`src/rtl/core/dla_pkg.sv`:
```
// Shared types, constants and helper functions for the digital lock-in amplifier.
// Used by every module under rtl/core; depends on nothing else.
`timescale 1ns / 1ps

package dla_pkg;

  localparam int HARMONIC_COUNT = 5;
  localparam int CORDIC_STEPS   = 18;
  localparam int ROOT_STEPS     = 32;

  // Configuration register indexes
  localparam logic [2:0] CFG_STEP_COS   = 3'd0;
  localparam logic [2:0] CFG_STEP_SIN   = 3'd1;
  localparam logic [2:0] CFG_HARMONIC   = 3'd2;
  localparam logic [2:0] CFG_GAIN       = 3'd3;
  localparam logic [2:0] CFG_COEF       = 3'd4;
  localparam logic [2:0] CFG_TWO_POLE   = 3'd5;
  localparam logic [2:0] CFG_FRAME_COS  = 3'd6;
  localparam logic [2:0] CFG_FRAME_SIN  = 3'd7;

  localparam logic signed [65:0] Q30_ONE   = 66'sd1073741824;
  localparam logic signed [65:0] Q30_THREE = 66'sd3221225472;

  typedef struct packed {
    logic [30:0] step_cos;
    logic [30:0] step_sin;
    logic [2:0]  harmonic;
    logic [16:0] gain;
    logic [39:0] coef;
    logic        two_pole;
    logic [30:0] frame_cos;
    logic [30:0] frame_sin;
  } cfg_t;

  // Request to the shared rounding multiplier
  typedef struct packed {
    logic        start;
    logic [63:0] a;
    logic [63:0] b;
    logic [5:0]  sh;
    logic [6:0]  bits;
  } mul_req_t;

  typedef struct packed {
    logic        done;
    logic [63:0] p;
  } mul_rsp_t;

  function automatic logic signed [31:0] sat32(input logic signed [65:0] v);
    logic signed [31:0] r;
    if (v > 66'sd2147483647) r = 32'sh7FFFFFFF;
    else if (v < -66'sd2147483648) r = 32'sh80000000;
    else r = v[31:0];
    return r;
  endfunction

  function automatic logic [30:0] sat31(input logic signed [31:0] v);
    logic [30:0] r;
    if (v > 32'sd1073741823) r = 31'h3FFFFFFF;
    else if (v < -32'sd1073741824) r = 31'h40000000;
    else r = v[30:0];
    return r;
  endfunction

  // Arctangent of 2^-k in units of pi/2^24
  function automatic logic signed [26:0] atan_step(input logic [4:0] k);
    logic signed [26:0] r;
    case (k)
      5'd0:  r = 27'sd4194304;
      5'd1:  r = 27'sd2476042;
      5'd2:  r = 27'sd1308273;
      5'd3:  r = 27'sd664100;
      5'd4:  r = 27'sd333339;
      5'd5:  r = 27'sd166832;
      5'd6:  r = 27'sd83436;
      5'd7:  r = 27'sd41721;
      5'd8:  r = 27'sd20861;
      5'd9:  r = 27'sd10430;
      5'd10: r = 27'sd5215;
      5'd11: r = 27'sd2608;
      5'd12: r = 27'sd1304;
      5'd13: r = 27'sd652;
      5'd14: r = 27'sd326;
      5'd15: r = 27'sd163;
      5'd16: r = 27'sd81;
      5'd17: r = 27'sd41;
      default: r = 27'sd0;
    endcase
    return r;
  endfunction

endpackage

```
`src/rtl/core/dla_front.sv`:
```
// Input side: two-entry sample queue between the input channel and the back end.
// Depends on dla_pkg.
`timescale 1ns / 1ps

module dla_front import dla_pkg::*; #(
  parameter int SAMPLE_BITS = 24
) (
  input  logic                   clk,
  input  logic                   rst_n,
  input  logic                   in_valid,
  output logic                   in_stall,
  input  logic [SAMPLE_BITS-1:0] in_sample,
  output logic                   q_valid,
  output logic [SAMPLE_BITS-1:0] q_sample,
  input  logic                   q_pop
);

  logic [SAMPLE_BITS-1:0] mem_r [2];
  logic                   wr_ptr_r;
  logic                   rd_ptr_r;
  logic [1:0]             count_r;
  logic                   push;
  logic                   pop;

  assign in_stall = (count_r == 2'd2);
  assign q_valid  = (count_r != 2'd0);
  assign q_sample = mem_r[rd_ptr_r];
  assign push     = in_valid && !in_stall;
  assign pop      = q_pop && q_valid;

  always_ff @(posedge clk) begin
    if (!rst_n) begin
      wr_ptr_r <= 1'b0;
      rd_ptr_r <= 1'b0;
      count_r  <= 2'd0;
    end else begin
      if (push) begin
        mem_r[wr_ptr_r] <= in_sample;
        wr_ptr_r        <= !wr_ptr_r;
      end
      if (pop) rd_ptr_r <= !rd_ptr_r;
      count_r <= count_r + {1'b0, push} - {1'b0, pop};
    end
  end

endmodule

```
`config.mk`:
```
export PLATFORM = sky130hd
export DESIGN_NAME = dla_front
export DESIGN_NICKNAME = d
export VERILOG_FILES = /design/src/rtl/core/dla_pkg.sv /design/src/rtl/core/dla_front.sv
export SDC_FILE = /design/constraint.sdc
export NUM_CORES = 1
export LEC_CHECK = 0
export ABC_AREA = 1
export BUFFER_PORTS_ARGS = -buffer_cell sky130_fd_sc_hd__buf_4
export CORE_AREA = 2 2 74 62
export DETAILED_ROUTE_END_ITERATION = 7
export DIE_AREA = 0 0 76 64
export GPL_TIMING_DRIVEN = 0
export PLACE_DENSITY = 0.77
export SKIP_LAST_GASP = 1
export SLEW_MARGIN = 20
export SYNTH_ARGS = -nofsm -noshare
export SYNTH_HDL_FRONTEND = slang
export SYNTH_SLANG_ARGS = --single-unit
```
`constraint.sdc`:
```
create_clock -name clk -period 2.39 [get_ports clk]
set_input_delay 0.478 -clock clk [delete_from_list [all_inputs] [get_ports clk]]
set_output_delay 0.478 -clock clk [all_outputs]
set_load 0.01 [all_outputs]
```
Word-level counts from Yosys, hierarchy flattened
Memories as Yosys holds them, arrays and structs flattened. A register that Yosys moved wholly into a read port is not among the register bits.
Cells that the tools add are included.
{ "op_classes": {"n_addsub": 2, "n_eq_ne": 1, "mux": 5, "n_reduce_logical": 6} }
{ "op_table": {"columns": ["operator", "n"], "rows": [
  ["$mux 1", 5],
  ["$logic_not 1->1", 3],
  ["$add 2x1->2", 1],
  ["$eq 2x2->1 const B", 1],
  ["$logic_and 1x1->1", 2],
  ["$reduce_bool 2->1", 1],
  ["$sub 2x1->2", 1]
]} }
{ "word_totals": {"reg_bits": 4, "mem_bits_rw": 48, "inputBits": 28, "output_inout_bits": 26, "wordCells": 18, "mem_count": 1} }
{ "mem_list": {"columns": ["name", "words", "width", "read_ports", "rd_ports_with_merged_regs", "wr", "line", "rtl"], "rows": [
  ["mem_r", 2, 24, 1, 1, 1, "dla_front.sv:18", "logic [SAMPLE_BITS-1:0] mem_r [2];"]
]} }

Logic depth before layout (Yosys ltp)
{ "depth": {"ltp_word": 6, "mapped_depth": 10, "mapped_depth_nobuf": 10} }

Least setup slack after synthesis
Ideal clock, no wire load.
{ "synth_timing": {"path_kind": "input-to-reg", "from": "in in_valid", "to": "mem mem_r[0][0] (enable)", "setup_ps": 405, "arrival_ps": 1580, "t_required_ps": 1985, "setup_slack_ps": 405, "path_stages": 2, "path_buffers": 0, "cell_sequence": "o21ai_2 > nor2_1"} }
{ "synth_between": {"elab_chain_len": 4} }
{ "synth_lines": {"columns": ["item", "line", "rtl"], "rows": [
  ["start: declaration", "dla_front.sv:10", "input logic in_valid,"],
  ["$logic_and 1x1->1", "dla_front.sv:28", "assign push = in_valid && !in_stall;"],
  ["$mux 1", "dla_front.sv:37", "if (push) begin"],
  ["$mux 1", "dla_front.sv:32", "if (!rst_n) begin"],
  ["$mux 1 (not written as such)", "dla_front.sv:38", "mem_r[wr_ptr_r] <= in_sample;"],
  ["end: declaration", "dla_front.sv:18", null]
]} }
No other way between the ends.

==> results.py <==
metrics = {
    "yosys": {
        "yosys_warnings": 0,
        "syn_area_um2": 2090,
        "syn_nets": 143,
        "syn_area_per_cell_um2": 18.5,
        "synth_area_leaders": "edfxtp_1 (69%), mux2_4 (14%), dfxtp_1 (4.8%)",
        "synth_top_cell_by_area": "edfxtp_1",
        "yosysSeqAreaShare": 0.738,
        "synth-simple-area-share": 0.0371,
        "synth_top_area_frac": 0.690,
        "synth_compound_area_frac": 0.00898,
        "synth_cell_type_count": 14,
        "netlist_instances": 113,
        "synth_xor_area_frac": 0,
        "synth_fa_ha_area_frac": 0.0120,
        "ys_seq_elements": 53,
        "synth_top_family_by_area": "multiplexers",
        "synthMuxAreaShare": 0.165,
    },
    "timing": {
        "max_freq_mhz": 539,
        "slew_headroom": 0.530,
        "finalCriticalPeriod_ps": 1860,
        "rsz0062_at_grt": "false",
        "fin_ws_ps": 534,
        "worst_slew_pin_slew_ps": 703,
        "slew_violations": 0,
        "skew_ps": 2.68,
        "setup_viol": 0,
        "min_period_over_period": 0.777,
        "finalHoldViolCount": 0,
    },
    "global_route": {
        "globalRouteMet2Util": 0.268,
        "antenna_found_initial": 0,
        "grt_first_pass_wirelength_um": 5110,
        "grt_max_degree": 25,
        "grt_util_met3": 0.0367,
        "grt_pass1_vias": 1121,
        "overflow": 0,
        "grt-busiest-layer": "met2",
        "track_usage": 0.140,
        "met1_usage": 0.144,
    },
    "cells_and_area": {
        "synthToLayoutAreaGrowth_pct": 26.7,
        "final_nets": 203,
        "final_cell_area_um2": 2650,
        "n_fill_cell": 306,
        "n_antenna_cell": 0,
        "drive_gt1_frac": 0.517,
        "utilization": 0.650,
        "final_cell_count_no_fill": 229,
    },
    "place": {
        "place_area_um2": 2570,
        "hpwl_um": 2350,
        "port_buffers": 53,
        "pre_cts_ws_ps": 712,
        "gp_congestion": 0.679,
        "dp_cells": 223,
    },
    "die": {
        "rows": 21,
        "die_h_um": 64,
        "die_width_um": 76,
        "initial_utilization": 0.513,
        "coreArea_um2": 4070,
        "die_area_um2": 4860,
        "io_pins": 54,
    },
    "power": {
        "power_density_nw_per_um2": 888,
        "ir_drop_mv": 0.555,
        "p_total_mw": 2.35,
        "p_leak_nw": 1.06,
    },
    "worst_hold_path": {
        "hold_path_class": "in2reg",
        "whs_path_depth": 1,
        "min_to": "mem_r[0][0]",
        "hold_start": "in_sample[0]",
    },
    "route": {
        "vias": 1096,
        "drcViolationCount": 0,
        "vias_per_cell": 4.79,
        "postRouteAntennaNets": 0,
        "routedWlPerCell_um": 14.2,
        "firstDrtPassIters": 4,
        "drt-initial-drc-count": 43,
        "drt-total-wl_um": 3260,
    },
    "worst_setup_path": {
        "end_kind": "output pin",
        "reg2reg_depth": 8,
        "cp.required_ps": 1910,
        "path_max_fanout": 10,
        "r2r_slack_ps": 670,
        "r2r_start": "count_r[1]",
        "r2r_end": "count_r[1]",
        "cp-start-kind": "flop",
        "crit_type": "reg2out",
        "worstPathArrival_ps": 1380,
    },
    "cts": {
        "cts_buffers": 5,
        "htreeDepth": 2,
        "cts_max_path_buffers": 2,
        "path_clk_slew_ps": 80,
        "ctsHoldBuffers": 0,
        "post_cts_resize_count": 0,
        "clock_sinks": 53,
        "cts_tree": "done",
        "clock_latency_ps": 290,
        "ctsRootBufferMaster": "clkbuf_8",
        "post_cts_buffers": 0,
    },
    "flow_run": {
        "max_cap_viol_count": 0,
    },
    "outcome": {
        "status": "complete, no violations",
    },
}
-- cell usage after synthesis (all sizes together) --
cell type / count
a21oi: 1
buf: 3
dfxtp: 5
edfxtp: 48
ha: 2
inv: 8
mux2: 24
nand2: 9
nand3: 2
nor2: 9
o21ai: 2
-- worst max-delay path by stage --
stage	startpoint	cells past startpoint	to	slack [ps]
2_1_floorplan	in_valid	2	mem_r[0][0]	400
5_1_grt	flop	4	q_sample[7]	490
3_3_place_gp	rst_n	3	mem_r[1][3]	-220
6_report	flop	4	q_sample[20]	530
4_1_cts	flop	4	q_sample[20]	510
3_5_place_dp	rst_n	3	mem_r[1][5]	710
-- placed cells by master (no fill, tap or decap) --
master,Yosys,final
clkinv_2,0,1
dfxtp_1,5,5
a21oi_1,1,1
buf_4,0,53
clkbuf_8,0,5
mux2_2,4,4
nand2_1,9,9
o21ai_2,1,1
nor2_1,9,7
nand3_1,2,2
buf_6,1,1
nor2_4,0,2
mux2_4,20,20
inv_1,8,8
buf_12,2,2
o21ai_0,1,1
edfxtp_1,48,48
ha_1,2,2
-- registers in the layout (all words and copies together) (netlist names), named ones only --
register	cells
count_r	2
mem_r	48
rd_ptr_r	1
wr_ptr_r	1
-- routing by layer --
metal	up-vias	routed length, µm
li1	525	-
met1	525	1300
met2	41	1750
met3	5	174
met4	0	36
met5	-	0
-- layout make-up --
class	instances	area [µm²]	area share
repair buffers	53	398	0.150
plain buffers	3	51.3	0.0194
clock buffers	5	68.8	0.0260
well taps	57	71.3	0.0269
multi-input cells	49	482	0.182
clock inverters	1	5.00	0.00189
flip-flops and latches	53	1540	0.582
inverters	8	30.0	0.0113
-- report_power, final --
| group | switching, mW | internal, mW |
|---|---|---|
| logic | 0.332 | 0.413 |
| clock network | 0.251 | 0.193 |
| registers | 0.0414 | 1.12 |
-- stage by stage --
step	setup TNS (ps)	hold slack (ps)
after floorplan	0	467
after global placement	-10320	486
after detailed placement	0	510
after CTS	0	355
after global routing	0	350
final	0	363
-- cells by family after synthesis --
family | after synthesis
flip-flops | 53
multiplexers | 24
adder cells (fa/ha/maj) | 2
buffers and inverters | 11
AND/OR/NAND/NOR | 20
AO/OA/AOI/OAI | 3
-- worst max-delay path: stages (launching register included) --
cell and delay (ps):
dfxtp_1 340, buf_6 140, buf_12 150, mux2_4 310, buf_4 140
(Power assumes the default switching activity.)
